### src/sv/gba_sqrt.sv
// Bit-serial integer square root of a 33-bit value, one root bit per cycle.
module gba_sqrt (
  input  logic        clk,
  input  logic        rst,
  input  logic        start,
  input  logic [32:0] radicand,
  output logic        done,
  output logic [16:0] root
);
  logic        run;
  logic [4:0]  b;
  logic [32:0] rad;
  logic [16:0] t;
  logic [33:0] tt;

  assign t    = root | (17'd1 << b);
  assign tt   = 34'(t) * 34'(t);

  always_ff @(posedge clk) begin
    if (rst) begin
      run  <= 1'b0;
      done <= 1'b0;
    end else begin
      done <= 1'b0;
      if (start) begin
        run  <= 1'b1;
        b    <= 5'd16;
        rad  <= radicand;
        root <= '0;
      end else if (run) begin
        if (tt <= {1'b0, rad}) root <= t;
        b <= b - 1'b1;
        if (b == 5'd0) begin
          run  <= 1'b0;
          done <= 1'b1;
        end
      end
    end
  end
endmodule

### config.mk
export PLATFORM = sky130hd
export DESIGN_NAME = gba_sqrt
export DESIGN_NICKNAME = d
export VERILOG_FILES = /design/src/sv/gba_sqrt.sv
export SDC_FILE = /design/constraint.sdc
export NUM_CORES = 1
export LEC_CHECK = 0
export ABC_CLOCK_PERIOD_IN_PS = 11950
export BUFFER_PORTS_ARGS = -buffer_cell sky130_fd_sc_hd__buf_2
export CAP_MARGIN = 5
export CORE_ASPECT_RATIO = 1.25
export CORE_MARGIN = 2
export CORE_UTILIZATION = 40
export CTS_CLUSTER_SIZE = 8
export DETAILED_ROUTE_END_ITERATION = 8
export SLEW_MARGIN = 15
export SYNTH_ARGS = -nofsm -noshare
export SYNTH_HDL_FRONTEND = slang
export SYNTH_SLANG_ARGS = --single-unit
### constraint.sdc
create_clock -name clk -period 11.95 [get_ports clk]
set_input_delay 2.9875 -clock clk [delete_from_list [all_inputs] [get_ports clk]]
set_output_delay 2.9875 -clock clk [all_outputs]
set_load 0.02 [all_outputs]
==> impl_results.md, run 1 <==
* Status: completed
* Ys flop type: edfxtp_1
* Setup bufs post-CTS at 0
* Buf+Inv Stages, Crit Path at 7
* F_max at just over 90 MHz
* Mean post-synth cell area at 9.323 um2
* Yosys reg bits at 57
* Global route total overflow at 0
* Adder-Cell Fraction of Synth Area at about half
* GR Layer Usage met2 at approximately 33%
* Syn Nets at approximately 1600
* Antenna Nets Post-Route at 0
* Largest family of logic cells by synthesized area: adder cells
* DRC errors left at 0
* Seq/Total Area, Yosys at about 15%
* Initial antenna violation count at 0
* Max_slew headroom at approximately 28%
* Post-synthesis simple-gate area fraction at 9.992%
* Crit Path Category: reg2reg
* CORE AREA at between 20000 and 30000 um2
* Nets at roughly 1600
* Xor-xnor portion of the synthesized cell area at under 10%
* CP arrival at about 11 ns
* Syn Inst Count at 1182
* First-pass DRT Iterations at 5
* Die width at about 150 um
* Avg WL per Cell at about 17 um
* Max-Cap Viols at 0
* Die Span Y at between 150 and 200 um
* Final setup viols at 0
* Longest Clk Path Bufs at 2
* Compound-Gate Fraction of Synth Area at a little under a tenth
* Final Hold Vio Count at 0
* Hold Crit Class: reg2reg
* Unrepaired setup endpoints after global routing: false
* Tightest Pin Transition at between 1 and 1.5 ns
* Setup ws final at 1.158 ns
* CP peak stage delay at roughly 0.85 ns
* Initial Util at 40.82%
* TritonCTS clock tree: done
* I/O Buffers at 53
* FF-to-FF setup slack at 1.16 ns
* Placement Setup Slack at around 1.2 ns
* Pins Over Slew Limit at 0
* Worst-Skew Late Latency at around 0.34 ns
* Worst Skew at roughly 0.0094 ns
* Number of filler cells placed in the layout at around 2700
* Most common cell after layout, fill and taps aside: inv_1
* Synth unique cells at 55
* CTS Buf Count at 9
* Worst path slowest cell: a21oi_1
* GPL Wtd Cong at between 0.8 and 0.9
* CTS Sinks at 57
* Vias/cell at 5.019
* Capturing element type of the critical path: flip-flop
* Antenna Cells at 0
* Pin count of the biggest net entering global routing at 36
* Met1 usage at between 20% and 30%
* Area grow syn2layout at 9.004%
* Dpl hpwl at between 20 and 25 mm
* H-tree depth at 3
* Total die area at a little under 30000 um2
* Most frequent cells in the layout: 314 x inv_1, 191 x fa_1, 141 x ha_1
* First-pass GRT wire length at about 44 mm
* # IOs at between 50 and 60
* Area share of the largest cell type after synthesis at 34.70%
* Std cell rows at 67
* CP delay by family, top: adder cells
* Final Critical Period at approximately 11 ns
* Asr flop ratio synth at 0%
* Yosys top cell by area: fa_1
* Resize count post-CTS at 0
* DRT iter0 DRCs at approximately 410
* Post-synthesis mux area share at 0%
* GR Util met3 at 2.984%
* Vias in the first global route at about 8700
* Setup TNS at 0 ns
* Root Driver: clkbuf_16
* Yosys warns at 0
* Critical-path maximum fanout at 17
* Gr usage total at between 15 and 20%
* Worst-path clk slew at 0.06 ns
* Hold Buf Count CTS at 0
* Top cells by area, synth: fa_1 35%, ha_1 16%, edfxtp_1 15%, inv_1 11%, nor2_1 4.0%
* Crit share post-route at approximately nine tenths
* Most Crowded Layer GR: met2
* EDFF count, synth at 55
* Routed via count at 7920
* Worst path required time at ~12 ns
* Critical Path Start Type: flip-flop
* Share of cells above drive strength 1 at between 7 and 8%
* Synthesized area at ~11000 um2
* Total Routed Length at between 20 and 30 mm
## cell usage after synthesis (10+ instances only)
library cell / instances
a21o_1: 31
a21oi_1: 45
clkbuf_1: 26
edfxtp_1: 55
fa_1: 191
ha_1: 141
inv_1: 314
nand2_1: 86
nor2_1: 118
nor3_1: 10
o21ai_0: 12
o21bai_1: 10
xnor2_1: 32
## worst register-to-register path: cells and delay by family (launching register included)
| kind | cells | cell delay [ns] |
|---|---|---|
| adders and majority gates | 9 | 4.00 |
| AOI/OAI and AO/OA | 11 | 3.57 |
| and+or+nand+nor | 5 | 1.18 |
| buffers and inverters | 7 | 1.10 |
| DFF | 1 | 0.44 |
| xor gates and xnor gates | 1 | 0.09 |
## area by class of cell
cell class,instances,area (um2),share of cell area (%)
multi-input cells,776,8029,66.84
flip-flops and latches,57,1692,14.08
inverters,322,1209,10.06
well taps,345,431.7,3.594
repair buffers,62,332.8,2.771
clock buffers,9,225.2,1.875
clock inverters,7,92.59,0.7708
## kinds of logic (layout without fill, tap and decap cells)
group                      count (synthesis)  count (layout)
AOI/OAI and AO/OA                        148             148
adders and majority gates                332             332
DFF                                       57              57
and+or+nand+nor                          259             259
xor gates and xnor gates                  37              37
buffers and inverters                    349             400
## flip-flops by register name, indices dropped and copies added (netlist names)
register and flops:
rad 33, run 1, done 1, root 17
b 5
## routing by layer
layer	vias up	share of wire, %
met3	52	4.8
met1	3894	44
met2	207	49
met5	-	0
met4	0	2.8
li1	3767	-
## path summary, 6_finish.rpt
check | start | to | cells past startpoint
setup / recovery | b[0] | root[10] | 33
setup reg to reg | b[0] | root[10] | 33
hold reg to reg | run | done | 2
hold / removal | run | done | 2
## per-stage QoR
step           hold WS [ns]  instance area (um2)  utilization (%)  instances
2_1_floorplan        0.4775                11020                -       1182
3_3_place_gp         0.6298                11690            43.32       1562
3_5_place_dp         0.6667                11690            43.32       1562
4_1_cts              0.6773                12010            44.50       1578
5_1_grt              0.6889                12010            44.50       1578
6_report             0.6731                12010            44.50       1578
Power of run 1 is not shown: default switching activity piles up to over one toggle a cycle in this logic, so the estimate is an artifact.
==> run 2: changes to the inputs <==
Settings changed: PLACE_DENSITY set to 0.67.
==> impl_results.md, run 2 (synthesis results as in run 1) <==
* Final Critical Period at about 10 ns
* CP arrival at just over 10 ns
* Capturing element type of the critical path: flip-flop
* CTS Sinks at 57
* Initial Util at between 40% and 50%
* Vias in the first global route at roughly 8900
* Global route total overflow at 0
* Hold depth at 2
* Resize count post-CTS at 0
* Unrepaired setup endpoints after global routing: false
* Worst path required time at roughly 12 ns
* Final Instance Count excl. Fillers at 1577
* Root Driver: clkbuf_16
* F_max at between 90 and 100 MHz
* Setup bufs post-CTS at 0
* DRT iter0 DRCs at approximately 480
* GPL Wtd Cong at 0.9308
* I/O Buffers at 53
* Worst-Skew Late Latency at about 0.34 ns
* Total Routed Length at around 26 mm
* Std cell rows at 67
* Register bank with the most flops: rad
* # IOs at 54
* Nets at around 1600
* Most common cell after layout, fill and taps aside: inv_1
* Die Span Y at 189.6 um
* Crit share post-route at between 80% and 90%
* Top Registers: rad x33, root x17, b x5
* Critical R2R Launch: b[0]
* Pin count of the biggest net entering global routing at 35
* WHS Endpoint: done
* Crit Path Category: reg2reg
* First-pass GRT wire length at between 40 and 50 mm
* Antenna Nets Post-Route at 0
* Worst path slowest cell: o21bai_2
* Final Hold Slack at approximately 0.65 ns
* Status: completed
* Worst Skew at roughly 0.011 ns
* Routed via count at 8016
* First-pass DRT Iterations at 6
* Buf+Inv Stages, Crit Path at 7
* Gr usage total at about a fifth
* CP peak stage delay at slightly above 0.7 ns
* Share of cells above drive strength 1 at under 10%
* Largest register FFs at 33
* CTS Buf Count at 9
* Final Hold Vio Count at 0
* Die width at 152.5 um
* Longest Clk Path Bufs at 2
* Total die area at between 20000 and 30000 um2
* Worst-path clk slew at ~0.06 ns
* CORE AREA at ~27000 um2
* Avg WL per Cell at 16.70 um
* Pins Over Slew Limit at 0
* Area grow syn2layout at 8.629%
* Hold Crit Class: reg2reg
* Setup ws final at ~1.5 ns
* RR Endpoint: root[5]
* Max-Cap Viols at 0
* Critical-path maximum fanout at 17
* Setup TNS at 0 ns
* CP delay by family, top: adder cells
* Initial antenna violation count at 0
* Dpl hpwl at between 20 and 25 mm
* Most frequent cells in the layout: 314 x inv_1, 191 x fa_1, 141 x ha_1
* Max_slew headroom at approximately 22%
* HP Start: run
* TritonCTS clock tree: done
* H-tree depth at 3
* FF-to-FF setup slack at 1.52 ns
* Tightest Pin Transition at ~1.2 ns
* Hold Buf Count CTS at 0
* Critical Path Start Type: flip-flop
* DRC errors left at 0
* Worst Reg2Reg Path Length in Cells at 33
* Final setup viols at 0
* Placement Setup Slack at approximately 1.6 ns
* Antenna Cells at 0
* Post-Place Cells at roughly 1600
* Vias/cell at ~5
==> run 2: through the flow <==
step           cell area, um2  util (%)
3_3_place_gp            11690     43.32
6_report                11970     44.35
4_1_cts                 11970     44.35
3_5_place_dp            11690     43.32
2_1_floorplan           11020         -
5_1_grt                 11970     44.35
==> run 2: cell type report <==
type,count,area (um2)
fill,2656,15020
multi-input combinational,776,8035
sequential,57,1692
inverter,322,1209
tap,345,431.7
timing repair buffer,61,325.3
clock buffer,13,260.3
clock inverter,3,17.52
==> run 2: how the worst max path moves through the flow <==
stage                     from  endpoint  slack, ns  cells after the start
after floorplan           b[0]   root[0]       2.47                     34
after global placement    b[0]  root[11]       1.92                     33
after detailed placement  b[0]  root[11]       1.61                     33
after CTS                 b[0]   root[1]       1.57                     33
after global routing      b[0]   root[1]       0.94                     33
final                     b[0]   root[5]       1.52                     33
==> run 2: tightest hold or removal path, delay by kind of cell, from the launching register on <==
family	cells	cell delay [ns]
DFF	1	0.31
and+or+nand+nor	2	0.29
==> run 2: layer usage <==
layer	vias to the layer above	GRT usage, %	wire length (um)
met4	0	7.514	838
li1	3752	-	-
met5	-	0	0
met3	61	2.847	1310
met2	258	35.01	13550
met1	3945	23.91	10640
Power of run 2 is left out for the same reason.
