## src/sv/gba_pkg.sv

```systemverilog
// Shared types and constants for the Gumbel bandit arm selector.
package gba_pkg;

  typedef enum logic [3:0] {
    ST_IDLE,
    ST_SEL_GUM,
    ST_SEL_RD,
    ST_SEL_MUL1,
    ST_SEL_MUL2,
    ST_SEL_CMP,
    ST_RW_RD,
    ST_RW_MUL,
    ST_RW_D1S,
    ST_RW_D1W,
    ST_RW_D2S,
    ST_RW_D2W,
    ST_RW_SQW
  } top_state_t;

  typedef enum logic [2:0] {
    G_IDLE,
    G_NORM,
    G_SQ,
    G_LOGD,
    G_LN2H,
    G_LN2L,
    G_FIN
  } gum_state_t;

  localparam logic REQ_SELECT = 1'b0;
  localparam logic REQ_REWARD = 1'b1;

  localparam logic CFG_NUM_ARMS = 1'b0;
  localparam logic CFG_GAIN     = 1'b1;

  localparam logic [4:0]  NUM_ARMS_RESET = 5'd16;
  localparam logic [15:0] GAIN_RESET     = 16'd1024;

  localparam logic [31:0] LN2_Q31        = 32'd1488522236;
  localparam logic signed [39:0] NEG_LN_LN2_Q28 = 40'sd98385063;
  localparam logic [33:0] LOG_TOP_Q28    = 34'h1_0000_0000;
  localparam logic [34:0] LOG_BIAS_Q28   = 35'h1_C000_0000;
  localparam logic [4:0]  SQ_STEPS       = 5'd28;
  localparam logic signed [26:0] BONUS_MAX = 27'sd16777215;
  localparam logic signed [15:0] Z_MIN   = -16'sd32768;

endpackage

```

## src/sv/gba_gumbel.sv

```systemverilog
// Gumbel value Z = -ln(-ln u) in Q4.12 by iterated squaring on one shared multiplier.
module gba_gumbel (
  input  logic               clk,
  input  logic               rst,
  input  logic               start,
  input  logic [15:0]        sample,
  output logic               done,
  output logic signed [15:0] z
);
  import gba_pkg::*;

  gum_state_t st, st_next;
  logic [32:0] m;
  logic [5:0]  p;
  logic [27:0] f;
  logic [31:0] sq;
  logic [4:0]  step;
  logic        pass;
  logic [32:0] mag;
  logic        ysign;
  logic [63:0] acc;

  logic [31:0] mul_a, mul_b;
  logic [63:0] mul_p;
  logic [32:0] sq_t;
  logic [33:0] lg;
  logic [32:0] l_val;
  logic signed [34:0] y;
  logic [64:0] rnd;
  logic [33:0] prod_r;
  logic signed [39:0] s, zq, zs;

  always_comb begin
    mul_a = sq;
    mul_b = sq;
    unique case (st)
      G_LN2H: begin
        mul_a = {15'd0, mag[32:16]};
        mul_b = LN2_Q31;
      end
      G_LN2L: begin
        mul_a = {16'd0, mag[15:0]};
        mul_b = LN2_Q31;
      end
      default: ;
    endcase
  end

  assign mul_p  = 64'(mul_a) * 64'(mul_b);
  assign sq_t   = mul_p[63:31];
  assign lg     = {p, f};
  assign l_val  = 33'(LOG_TOP_Q28 - lg);
  assign y      = $signed({1'b0, lg}) - $signed(LOG_BIAS_Q28);
  assign rnd    = 65'(acc) + 65'(64'd1 << 30);
  assign prod_r = rnd[64:31];
  assign s      = ysign ? -$signed({6'd0, prod_r}) : $signed({6'd0, prod_r});
  assign zq     = NEG_LN_LN2_Q28 - s;
  assign zs     = (zq + 40'sd32768) >>> 16;

  always_ff @(posedge clk) begin
    if (rst) st <= G_IDLE;
    else     st <= st_next;
  end

  always_comb begin
    st_next = st;
    unique case (st)
      G_IDLE: if (start && sample != 16'd0) st_next = G_NORM;
      G_NORM: if (m[32]) st_next = G_SQ;
      G_SQ:   if (step == SQ_STEPS - 1'b1) st_next = G_LOGD;
      G_LOGD: st_next = pass ? G_LN2H : G_NORM;
      G_LN2H: st_next = G_LN2L;
      G_LN2L: st_next = G_FIN;
      G_FIN:  st_next = G_IDLE;
      default: st_next = G_IDLE;
    endcase
  end

  always_ff @(posedge clk) begin
    if (rst) begin
      done <= 1'b0;
    end else begin
      done <= 1'b0;
      unique case (st)
        G_IDLE: if (start) begin
          if (sample == 16'd0) begin
            z    <= Z_MIN;
            done <= 1'b1;
          end
          m    <= {17'd0, sample};
          p    <= 6'd32;
          pass <= 1'b0;
        end
        G_NORM: begin
          if (m[32]) begin
            sq   <= m[32:1];
            f    <= '0;
            step <= '0;
          end else begin
            m <= {m[31:0], 1'b0};
            p <= p - 1'b1;
          end
        end
        G_SQ: begin
          step <= step + 1'b1;
          if (sq_t[32]) begin
            f  <= {f[26:0], 1'b1};
            sq <= sq_t[32:1];
          end else begin
            f  <= {f[26:0], 1'b0};
            sq <= sq_t[31:0];
          end
        end
        G_LOGD: begin
          if (!pass) begin
            // Second pass takes the log of 16 - log2(sample), still in Q.28.
            m    <= l_val;
            p    <= 6'd32;
            pass <= 1'b1;
          end else begin
            ysign <= y[34];
            mag   <= y[34] ? 33'(-y) : 33'(y);
          end
        end
        G_LN2H: acc <= mul_p << 16;
        G_LN2L: acc <= acc + mul_p;
        G_FIN: begin
          done <= 1'b1;
          if (zs > 40'sd32767)       z <= 16'sh7FFF;
          else if (zs < -40'sd32768) z <= Z_MIN;
          else                       z <= 16'(zs);
        end
        default: ;
      endcase
    end
  end
endmodule

```

## config.mk

```make
export PLATFORM = sky130hd
export DESIGN_NAME = gba_gumbel
export DESIGN_NICKNAME = d
export VERILOG_FILES = /design/src/sv/gba_pkg.sv /design/src/sv/gba_gumbel.sv
export SDC_FILE = /design/constraint.sdc
export NUM_CORES = 2
export LEC_CHECK = 0
export BUFFER_PORTS_ARGS = -buffer_cell sky130_fd_sc_hd__clkbuf_2
export CAP_MARGIN = 20
export CORE_ASPECT_RATIO = 0.8
export CORE_UTILIZATION = 64
export DETAILED_ROUTE_END_ITERATION = 10
export PLACE_DENSITY_LB_ADDON = 0.25
export SETUP_SLACK_MARGIN = 0.2
export SLEW_MARGIN = 10
export SYNTH_ARGS = -nofsm -noshare
export SYNTH_HDL_FRONTEND = slang
export SYNTH_SLANG_ARGS = --single-unit
```

## constraint.sdc

```tcl
create_clock -name clk -period 14.88 [get_ports clk]
set_input_delay 2.232 -clock clk [delete_from_list [all_inputs] [get_ports clk]]
set_output_delay 2.232 -clock clk [all_outputs]
set_load 0.01 [all_outputs]
```

==> flow_results.org <==
** Status
- The flow ran to the end, but the final reports show violations.
- The final reports fail on design-rule violations.

** Placement
- Pre-CTS worst setup slack :: 1.179 ns
- During placement, the flow inserted port buffers numbering 35.
- Gp weighted congestion :: 1.053
- After detailed placement, the total cell area comes to 0.04948 sq mm.
- Hpwl dp :: 116900 um

** Clock network
- Counting the buffers created by CTS gives 21.
- Clock-pin slew was measured on the worst setup and hold paths at 0.07 ns.
- Clk sinks :: 223
- For the worst-skew pair, the clock arrives at the later sink with an insertion delay of 0.53 ns.
- TritonCTS clock tree :: built
- After clock tree synthesis, the setup repair step added 0 buffers.
- The tree is rooted in a clkbuf_16.
- In this run the number of H-tree levels came out at 1.
- The longest clock path from root to sink contains 3 buffers.
- Number of cells upsized or downsized after cts :: 0
- After clock tree synthesis, the flow added hold-fix buffers numbering 0.

** Synth
- Main area contributors after synthesis :: fa_1 37%, edfxtp_1 14%, ha_1 8.9%, inv_1 8.2%, nand2_1 4.5%
- Synthesis produced 5322 cells.
- Cell type with the highest aggregate area in the netlist :: fa_1
- Proportion of synthesized chip area in sequential cells :: 13.83%
- After Yosys synthesis, XOR and XNOR cells account for 4.386% of the synthesized area.
- Leading register cell type out of synthesis :: edfxtp_1
- Largest family of logic cells by synthesized area :: adder cells
- The netlist uses 92 different library cells.
- In the synthesized netlist the async set-or-reset flop fraction comes to 0%.
- Summing the areas of all compound-gate instances in the mapped netlist gives 8.765% of the synthesized area.
- Of the total synthesized cell area, the portion taken by AND, OR, NAND and NOR gates is 15.44%.
- Synthesized flop and latch total :: 223
- Multiplexer area fraction after synthesis :: 1.048%
- Count of warnings emitted by yosys :: 0
- Count of flip-flops with a built-in enable after synthesis :: 219
- Synthesized-area fraction occupied by adder cells :: 46.11%
- The mapped netlist covers 0.04812 sq mm.
- Each instance of the synthesized netlist takes up on average 9.042 sq um.
- Area share of the leading cell type in the synthesized netlist :: 37.19%
- Post-Synthesis Net Count :: 6578

** Routing
- Violation count after the first detailed-route iteration :: 4667
- After detailed routing, the number of vias per cell comes to 6.220.
- Final wirelength :: 152300 um
- Detailed routing inserted a total of 38950 vias.
- Dividing the detail-routed wire length by the instance count gives 24.31 um.
- Total DRC errors in the routed layout :: 2
- Routed Antenna Nets :: 0
- The first detailed-routing pass took 7 iterations.

** Cells and area
- From synthesis to final layout, the design area changed by 4.425%.
- After routing the design area is 0.05025 sq mm.
- Share of final-layout standard cells stronger than drive strength 1 :: 5.180%
- After the last flow step, the layout net total stands at 6492.

** Global route
- Maximum number of pins on one net before global-route repair :: 66
- The number of global-route vias before repair was 38930.
- Number of antenna violations at the first check in global routing :: 10
- Global routing finished with a remaining overflow of 0.
- The first global-routing pass estimated 234700 um of wire.
- Global-route total usage across every layer :: 41.34%

** Critical path
- For the worst flop-to-flop path, the logic depth is 40.
- Crit Path Class :: register to register
- In this run the worst path has a maximum fanout of 49.
- Origin of the critical flop-to-flop path :: st[1]
- Critical Path RT :: 15.14 ns
- Stage delay of the slowest cell on the critical path :: 1.21 ns
- Together, buffers and inverters on the worst path number 5.
- Worst path most repeated cell :: fa_1
- Crit path launch type :: register
- Slowest library cell on the worst path :: a21oi_2
- In this run the register-to-register setup slack is 0.78 ns.
- STA classifies the critical path endpoint as a register.
- Launch point of the worst path :: st[1]
- Reg-to-reg critical path endpoint :: acc[60]
- Largest delay share family, worst path :: adder cells
- Arr. time, crit path :: 14.36 ns

** STA
- Derived from the worst setup path, the maximum achievable clock frequency is 70.92 MHz.
- The count of final max-slew check failures is 0.
- In the post-route analysis, the smallest setup slack over all paths is 0.7787 ns.
- Setup TNS after final layout :: 0 ns
- The clock arrives with 0.01089 ns of skew.
- At the pin with the least slew margin, the transition time is 1.192 ns.
- Setup-violating endpoint count in the final report :: 0
- Worst-case headroom to the max-slew limit :: 20.53%
- On the final layout, the worst hold slack is 0.5660 ns.
- The worst path in the final design needs a cycle of 14.10 ns, including I/O delays and setup.
- The number of failing hold endpoints at the final stage came to 0.
- Dividing the final minimum period by the clock period gives 94.77%.
- Setup repair after global routing left no endpoint under its margin.

** Die
- 36 I/O pins were placed.
- Area of the core :: 0.07405 sq mm
- Row generation in the floorplan step produced 89 rows.
- Initial core utilization :: 64.98%
- Horiz. Die Dim :: 308.6 um
- Height of the die :: 247.3 um
- The die covers 0.07630 sq mm.

** Worst hold path
- Hold Path Stages :: 2
- Endpoint of the worst hold-timing path :: sq[27]
- Path category of the worst min-delay check :: register to register
- Beginning of the worst hold path :: m[28]

** Run
- Across the run, the number of max-cap violations was 0.
-- cell usage in the layout, fill, tap and decap left out, types with 114 or more instances in the layout --
master,count
o21ai_0,199
edfxtp_1,219
and3_1,269
nor2_1,427
inv_1,1056
buf_4,114
ha_1,343
xnor2_1,150
nand2_1,580
fa_1,894
a21oi_1,159
-- cells in the mapped netlist, types with 80 or more instances --
master and instances:
o21ai_0 201, inv_1 1056, and3_1 269, edfxtp_1 219, nand2_1 583, nor2_1 431, a21o_1 80, fa_1 894
clkbuf_1 233, xnor2_1 151, xor2_1 90, ha_1 343, a21oi_1 162
-- kinds of logic (layout without fill, tap and decap cells) --
family / count (synthesis) / after routing
and+or+nand+nor: 1581 / 1581
buffers and inverters: 1328 / 1257
adders and majority gates: 1237 / 1237
AOI/OAI and AO/OA: 663 / 663
xor gates and xnor gates: 241 / 241
DFF: 223 / 223
muxes: 49 / 49
other: 0 / 11
-- layer usage --
metal	track usage, %	wire, um	vias up
li1	-	-	16630
met1	57.18	58960	19150
met2	58.45	63040	2605
met3	14.95	21860	548
met4	17.76	8273	16
met5	0	121	-
-- stage by stage --
step           util (%)  cells
2_1_floorplan         -   5322
3_3_place_gp      66.80   6207
3_5_place_dp      66.81   6208
4_1_cts           67.71   6246
5_1_grt           67.82   6253
6_report          67.86   6263
-- final cells by class --
| class | count | area [sq um] |
|---|---|---|
| Timing Repair Buffer | 155 | 1115 |
| Antenna cell | 11 | 27.53 |
| Clock buffer | 26 | 554.3 |
| Tap cell | 1001 | 1252 |
| Clock inverter | 12 | 111.4 |
| Fill cell | 6002 | 23800 |
| Sequential cell | 223 | 6656 |
| Multi-Input combinational cell | 3771 | 36540 |
| Inverter | 1064 | 3994 |
-- worst register-to-register path, delay by kind of cell (launching register included) --
kind / cells / cell delay [ns]
AO/OA/AOI/OAI: 15 / 4.87
buffers and inverters: 5 / 1.58
adder cells (fa/ha/maj): 10 / 4.89
AND/OR/NAND/NOR: 8 / 1.28
XOR/XNOR: 2 / 0.56
flip-flops: 1 / 0.61
-- worst max-delay path by stage --
stage | endpoint | slack (ns) | depth (start not counted)
3_5_place_dp | acc[60] | 1.18 | 40
5_1_grt | acc[60] | 0.27 | 40
2_1_floorplan | acc[62] | 4.09 | 45
4_1_cts | acc[60] | 1.13 | 40
6_report | acc[60] | 0.78 | 40
3_3_place_gp | acc[60] | 1.41 | 40
-- flip-flops by register name (all words and copies together), names as in the netlist --
name / flops
acc: 64
done: 1
f: 28
m: 33
mag: 33
p: 6
pass: 1
sq: 32
st: 3
step: 5
ysign: 1
z: 16
Power is left out: the tool's default activity adds up to more than one toggle a clock period on the data nets, which glitch-free logic cannot reach.
