[config.mk]
export PLATFORM = sky130hd
export DESIGN_NAME = gba_div
export DESIGN_NICKNAME = d
export VERILOG_FILES = /design/src/sv/gba_div.sv
export SDC_FILE = /design/constraint.sdc
export NUM_CORES = 1
export LEC_CHECK = 0
export ABC_AREA = 1
export BUFFER_PORTS_ARGS = -buffer_cell sky130_fd_sc_hd__buf_2
export CAP_MARGIN = 30
export CORE_ASPECT_RATIO = 0.6
export CORE_MARGIN = 2
export CORE_UTILIZATION = 57
export DETAILED_ROUTE_END_ITERATION = 16
export PLACE_DENSITY = 0.81
export SYNTH_ARGS = -nofsm -noshare
export SYNTH_HDL_FRONTEND = slang
export SYNTH_SLANG_ARGS = --single-unit
[constraint.sdc]
create_clock -name clk -period 7.2 [get_ports clk]
set_clock_uncertainty 0.1 [all_clocks]
set_input_delay 1.08 -clock clk [delete_from_list [all_inputs] [get_ports clk]]
set_output_delay 1.08 -clock clk [all_outputs]
set_load 0.05 [all_outputs]
[src/sv/gba_div.sv]
// Serial restoring divider, one quotient bit per cycle.
module gba_div #(
  parameter int DW = 48,
  parameter int VW = 32
) (
  input  logic          clk,
  input  logic          rst,
  input  logic          start,
  input  logic [DW-1:0] dividend,
  input  logic [VW-1:0] divisor,
  output logic          done,
  output logic [DW-1:0] quotient
);
  localparam int CNW = $clog2(DW + 1);

  logic           run;
  logic [CNW-1:0] cnt;
  logic [VW:0]    rem;
  logic [VW-1:0]  dv;
  logic [DW-1:0]  q;
  logic [VW:0]    rem_s;
  logic           ge;
  logic [VW:0]    rem_n;

  assign rem_s = {rem[VW-1:0], q[DW-1]};
  assign ge    = rem_s >= {1'b0, dv};
  assign rem_n = ge ? rem_s - {1'b0, dv} : rem_s;
  assign quotient = q;

  always_ff @(posedge clk) begin
    if (rst) begin
      run  <= 1'b0;
      done <= 1'b0;
    end else begin
      done <= 1'b0;
      if (start) begin
        run <= 1'b1;
        cnt <= CNW'(DW);
        rem <= '0;
        q   <= dividend;
        dv  <= divisor;
      end else if (run) begin
        rem <= rem_n;
        q   <= {q[DW-2:0], ge};
        cnt <= cnt - 1'b1;
        if (cnt == CNW'(1)) begin
          run  <= 1'b0;
          done <= 1'b1;
        end
      end
    end
  end
endmodule

==> summary.md, run 1 <==
| Metric | Value |
|---|---|
| Post-Synth Adder-Cell Area | under 10% |
| Gr ovfl total | 0 |
| Area of the core | between 10000 and 15000 µm² |
| Nets@finish | approximately 1.3k |
| Crit path required time | about 7 ns |
| Compound-cell area share of the yosys netlist | 1.816% |
| Die Span X | about 150 µm |
| EDFF count, synth | 118 |
| Initial antenna violation count | 0 |
| Clk pin slew, worst setup/hold paths | ~0.070 ns |
| Worst Setup End Kind | flop |
| # rows | 32 |
| Final hold slack | 0.4252 ns |
| Ant diodes | 0 |
| DP HPWL | between 10 and 15 mm |
| Clock Tree Buf Depth | 2 |
| Hold violation count in the final report | 0 |
| Avg WL per Cell | approximately 15 µm |
| Syn nets | 1159 |
| Post-synthesis simple-gate area fraction | 34.23% |
| Synth top area share | roughly 46% |
| Average size of a mapped cell | between 7 and 8 µm² |
| Top cells by count, synth | nand2_1, inv_1, edfxtp_1, nor2_1, ha_1 |
| Filler cell count in the final layout | approximately 1.0k |
| DIE HEIGHT | approximately 94 µm |
| TritonCTS clock tree | yes |
| Ys async rst share | 0% |
| Clock Latency Late Sink | ~0.43 ns |
| Final worst-path cycle share | around half |
| Global-route wire length before repair | approximately 33 mm |
| Hold WC Path Type | reg2reg |
| Area growth syn-to-layout | 18.45% |
| Pre-Repair DR Iteration Count | 5 |
| Largest family of logic cells by synthesized area | simple AND/OR/NAND/NOR gates |
| Final setup violation count | 0 |
| Syn Inst Count | about 1.0k |
| Crit Path Category | in2reg |
| Cell Count, Final, Fillers Out | between 1k and 1.5k |
| Max_slew headroom | a little over a third |
| Via count | 7065 |
| Sink Count | 120 |
| DRT Wirelength | just over 20 mm |
| Count leader, synth | nand2_1 |
| Drt drc | 0 |
| # IOs | approximately 130 |
| Outcome | finished clean |
| Maximum clock frequency | between 200 and 300 MHz |
| Seq/Total Area, Yosys | a little under half |
| Register area | 3583 µm² |
| Maximum vdd drop | about 120 µV |
| Ys flop type | edfxtp_1 |
| Worst slew pin tran | 0.9649 ns |
| Placed insts | approximately 1.3k |
| Crit path max-delay family | buffers and inverters |
| Starting Density | around three fifths |
| Yosys top cell by area | edfxtp_1 |
| Multi-input logic area | between 3000 and 4000 µm² |
| Synth Cell Area | just under 8000 µm² |
| Port bufs | about 130 |
| PwrDens | between 200 and 300 nW/µm² |
| Post-synth cell types | 35 |
| Vias/cell | approximately 5.2 |
| Max-cap violation count | 0 |
| Die footprint | approximately 15000 µm² |
| TNS Setup | 0 ns |
| Synth area leaders | edfxtp_1, nand2_1, inv_1, nor2_1, ha_1 |
| Yosys reg bits | 120 |
| Post-CTS Repair Setup Buffers | 0 |
| Crit Path Max Fanout | 58 |
| Total CTS buffers | 17 |
| Xor/xnor cell area share of the yosys netlist | under 10% |
| Post-route antenna net violation count | 0 |
| CP max stage delay | 0.79 ns |
| Vias in the first global route | ~6.5k |
| Root Driver | clkbuf_16 |
| Slowest-stage cell, CP | a21oi_4 |
| Routability cong. | 0.9736 |
| # hold bufs at CTS | 0 |
| Layout cell share with drive strength beyond 1 | between 10% and 20% |
| Initial DRC count | around 780 |
| Critical Path, Cell by Cell | buf_2, inv_2, a21oi_4, buf_4 |
| Leakage | around 4.8 nW |
| Total GRT Usage | 29.91% |
| Min Tclk post-route | between 3 and 4 ns |
| Largest net degree at the start of global routing | 82 |
| Worst setup SP type | input pin |
| Resized Gates After CTS | 0 |
| H-tree depth | 4 |
| CP bufs+invs | 3 |
| Syn. warnings | 0 |
| Crit path DAT | between 3 and 4 ns |
| Mux cell area share after synthesis | 0% |
| RSZ-0062 raised after global routing | no |
| Final slew viol count | 0 |
flip-flops by register name, indices dropped and copies added, names as in the netlist:
signal,cells
dv,32
cnt,6
quotient,48
run,1
done,1
rem,32
per-layer routing:
layer,track usage [%],vias to the layer above,wire length [µm]
met5,0,-,0
met4,6.231,0,162
met3,9.133,18,2502
met2,43.57,369,8366
met1,43.95,3197,9487
li1,-,3481,-
kinds of logic (layout without fill, tap and decap cells):
group | Yosys count | in the layout
flip-flops | 120 | 120
buffers and inverters | 199 | 343
AND/OR/NAND/NOR | 645 | 645
AO/OA/AOI/OAI | 27 | 27
adder cells (fa/ha/maj) | 35 | 35
XOR/XNOR | 15 | 15
through the flow:
| stage | worst slack [ns] | util, % | cell area (µm²) | power (mW) |
|---|---|---|---|---|
| 6_report | 3.617 | 70.24 | 9140 | 2.325 |
| 5_1_grt | 3.388 | 70.24 | 9140 | 2.431 |
| 4_1_cts | 3.627 | 70.24 | 9140 | 2.316 |
| 3_5_place_dp | 3.187 | 65.62 | 8538 | 1.456 |
| 3_3_place_gp | 3.237 | 65.40 | 8511 | 1.439 |
| 2_1_floorplan | 1.197 | - | 7716 | 1.306 |
final cells by class:
class	instances	area share (%)
Tap cell	170	2.327
Multi-Input combinational cell	722	36.95
Sequential cell	120	39.21
Inverter	177	7.296
Timing Repair Buffer	134	7.639
Clock inverter	15	1.930
Clock buffer	17	4.654
where the power goes:
part           leakage (nW)  internal (mW)  switching, mW
combinational          3.38          0.184          0.417
clock                 0.295          0.469          0.390
sequential             1.15          0.839         0.0257
total                  4.82           1.49          0.833
worst min-delay path: stages (launching register included):
cell	delay, ns
dfxtp_1	0.30
inv_1	0.11
nor4_1	0.07
cells in the final DEF, fill, tap and decap left out, types with 2 or more instances in the layout:
| cell | n |
|---|---|
| clkinv_4 | 2 |
| a21oi_1 | 21 |
| clkinv_8 | 4 |
| nand4_1 | 6 |
| or2_2 | 3 |
| buf_2 | 131 |
| clkinv_1 | 2 |
| and2_1 | 9 |
| inv_2 | 5 |
| buf_4 | 2 |
| nor2_1 | 113 |
| ha_1 | 34 |
| o21ai_0 | 2 |
| nand2_1 | 444 |
| nor2_4 | 2 |
| edfxtp_1 | 118 |
| nor2_2 | 4 |
| nand3_1 | 33 |
| xor2_1 | 14 |
| nand3b_1 | 23 |
| clkbuf_16 | 17 |
| inv_6 | 3 |
| dfxtp_1 | 2 |
| inv_1 | 169 |
| nor3_1 | 2 |
| inv_8 | 6 |
worst paths after layout:
check / from / to / slack (ns) / depth (start not counted)
worst min-delay path: run / done / 0.43 / 2
worst max-delay path: start / quotient[5] / 3.62 / 4
worst min register to register: run / done / 0.43 / 2
worst max register to register: rem[27] / rem[12] / 3.87 / 11
Note: power is estimated with default switching activity, not from simulation.
==> run 2: changes to the inputs <==
==> constraint.sdc (replaced) <==
create_clock -name clk -period 3.55 [get_ports clk]
set_clock_uncertainty 0.1 [all_clocks]
set_input_delay 0.5325 -clock clk [delete_from_list [all_inputs] [get_ports clk]]
set_output_delay 0.5325 -clock clk [all_outputs]
set_load 0.05 [all_outputs]
==> run 2 against run 1 <==
Net effect: wire length decreased by 2.0%; largest power group unchanged; clock power increased by 100%; setup slack got worse by 3.2 ns; non-clock buffer count increased by 3; core utilization increased by 0.12 points; register-to-register slack got worse by 3.4 ns; first-iteration DRC count decreased by 15%; count of clock-buffer cells in the layout unchanged; total power increased by 100%.
==> summary.md, run 2 (synthesis results as in run 1) <==
| Metric | Value |
|---|---|
| Area of the core | 13010 µm² (unchanged) |
| Slowest-stage cell, CP | nor2_4 (was a21oi_4) |
| Crit path max-delay family | simple AND/OR/NAND/NOR gates (was buffers and inverters) |
| Area growth syn-to-layout | 18.66% (was 18.45%) |
| Crit-path most repeated cell | nand2_1 |
| Min Tclk post-route | 3.092 ns |
| Filler cell count in the final layout | 1034 (was 1049) |
| Outcome | finished clean (unchanged) |
| Nets@finish | 1293 (was 1290) |
| Clock Tree Buf Depth | 2 (unchanged) |
| TNS Setup | 0 ns (unchanged) |
| Post-DP Area | 8561 µm² (was 8538 µm²) |
| Clock Latency Late Sink | 0.42 ns (was 0.43 ns) |
| DP HPWL | 14.53 mm (was 14.61 mm) |
| Sink Count | 120 (unchanged) |
| TritonCTS clock tree | yes (unchanged) |
| Crit path DAT | 3.15 ns (was 3.54 ns) |
| Clk pin slew, worst setup/hold paths | 0.07 ns (about the same) |
| Max-cap violation count | 0 (unchanged) |
| Register area | 3583 µm² (unchanged) |
| Final setup violation count | 0 (unchanged) |
| Most frequent cells in the layout | nand2_1, inv_1, buf_2 (unchanged) |
| Final worst-path cycle share | between 80% and 90% |
| Final hold slack | 0.1770 ns (was 0.4252 ns) |
| Routability cong. | 1.044 (was 0.9736) |
| Maximum vdd drop | 238.6 µV (was 118.5 µV) |
| Starting Density | 59.30% (unchanged) |
| Ant diodes | 0 (unchanged) |
| Worst slew pin tran | 0.7364 ns (was 0.9649 ns) |
| Die footprint | 14510 µm² (unchanged) |
| Critical Path, Cell by Cell | ha_1, nand2_1, inv_1, nand2_1, and2_1, nor2_1, nor2_1, nand2_1, nor2_4, nand2_4, inv_4, o21ai_1 (was buf_2, inv_2, a21oi_4, buf_4) |
| Crit Path Category | reg2reg (was in2reg) |
| Initial DRC count | 659 (was 777) |
| CP max stage delay | 0.57 ns (was 0.79 ns) |
| Initial antenna violation count | 0 (unchanged) |
| Pre-Repair DR Iteration Count | 5 (unchanged) |
| Max_slew headroom | 50.79% (was 35.67%) |
| Vias in the first global route | 6646 (was 6525) |
| Gr ovfl total | 0 (unchanged) |
| Design area | 9156 µm² (was 9140 µm²) |
| # rows | 32 (unchanged) |
| Vias/cell | 5.171 (was 5.214) |
| H-tree depth | 4 (unchanged) |
| PwrDens | 512.3 nW/µm² (was 254.4 nW/µm²) |
| Maximum clock frequency | 323.4 MHz |
| Power Total | 4.691 mW (was 2.325 mW) |
| DP Worst Slack | 0.4780 ns (was 3.187 ns) |
| Post-CTS Repair Setup Buffers | 0 (unchanged) |
| Multi-input logic area | 3377 µm² (unchanged) |
| Worst Setup End Kind | flop (unchanged) |
| Die Span X | 154.2 µm (unchanged) |
| Avg WL per Cell | 14.80 µm (was 15.14 µm) |
| Via count | 7022 (was 7065) |
| Worst setup SP type | flop (was input pin) |
| Final worst-path setup slack | 0.4576 ns (was 3.617 ns) |
| Resized Gates After CTS | 0 (unchanged) |
| Final slew viol count | 0 (unchanged) |
| Total GRT Usage | 29.06% (was 29.91%) |
| RSZ-0062 raised after global routing | no (unchanged) |
| Largest net degree at the start of global routing | 67 (was 82) |
| Final Util | 70.37% (was 70.24%) |
| Number of flip-flops in the largest register | 48 (unchanged) |
| Global-route wire length before repair | 32.37 mm (was 33.03 mm) |
| DIE HEIGHT | 94.13 µm (unchanged) |
| DRT Wirelength | 20.10 mm (was 20.52 mm) |
| Port bufs | 131 (unchanged) |
| # IOs | 132 (unchanged) |
| Leakage | 4.830 nW (was 4.821 nW) |
| Layout cell share with drive strength beyond 1 | 15.91% (was 15.70%) |
| Total CTS buffers | 17 (unchanged) |
| CP bufs+invs | 2 (was 3) |
| Reg2reg setup slack | 0.46 ns (was 3.87 ns) |
| Crit path required time | 3.61 ns (was 7.15 ns) |
| # hold bufs at CTS | 0 (unchanged) |
| Post-route antenna net violation count | 0 (unchanged) |
| Drt drc | 0 (unchanged) |
| Root Driver | clkbuf_16 (unchanged) |
| Hold violation count in the final report | 0 (unchanged) |
| Hold WC Path Type | in2reg (was reg2reg) |
| Most common cell after layout, fill and taps aside | nand2_1 (unchanged) |
| Crit Path Max Fanout | 25 (was 58) |
| Cell Count, Final, Fillers Out | 1358 (was 1355) |
| Placed insts | 1326 (was 1323) |
[run 2: layout make-up]
type | count | area share, %
Tap cell | 170 | 2.323
Inverter | 177 | 7.283
Clock inverter | 15 | 1.858
Timing Repair Buffer | 137 | 7.871
Multi-Input combinational cell | 722 | 36.88
Sequential cell | 120 | 39.14
Clock buffer | 17 | 4.646
[run 2: per-layer routing]
layer  share of wire, %  up-vias  GRT usage (%)
met4               0.56        0          6.542
met1                 47     3190          42.29
li1                   -     3475              -
met2                 41      343          43.12
met5                  0        -              0
met3                 12       14          8.256
[run 2: final timing paths]
| check | cells past startpoint | endpoint | start |
|---|---|---|---|
| setup reg to reg | 12 | quotient[0] | rem[26] |
| setup / recovery | 12 | quotient[0] | rem[26] |
| hold reg to reg | 2 | done | run |
| hold / removal | 1 | dv[27] | divisor[27] |
[run 2: worst register-to-register path, delay by kind of cell (launching register included)]
kind | cells | cell delay [ns]
fa+ha+maj | 1 | 0.38
simple gates | 8 | 1.45
buf+inv | 2 | 0.39
compound gates | 1 | 0.11
flops | 1 | 0.39
[run 2: power by group]
part           switching (mW)  internal (mW)
combinational           0.836          0.373
clock                   0.782          0.950
sequential             0.0497           1.70
total                    1.67           3.02
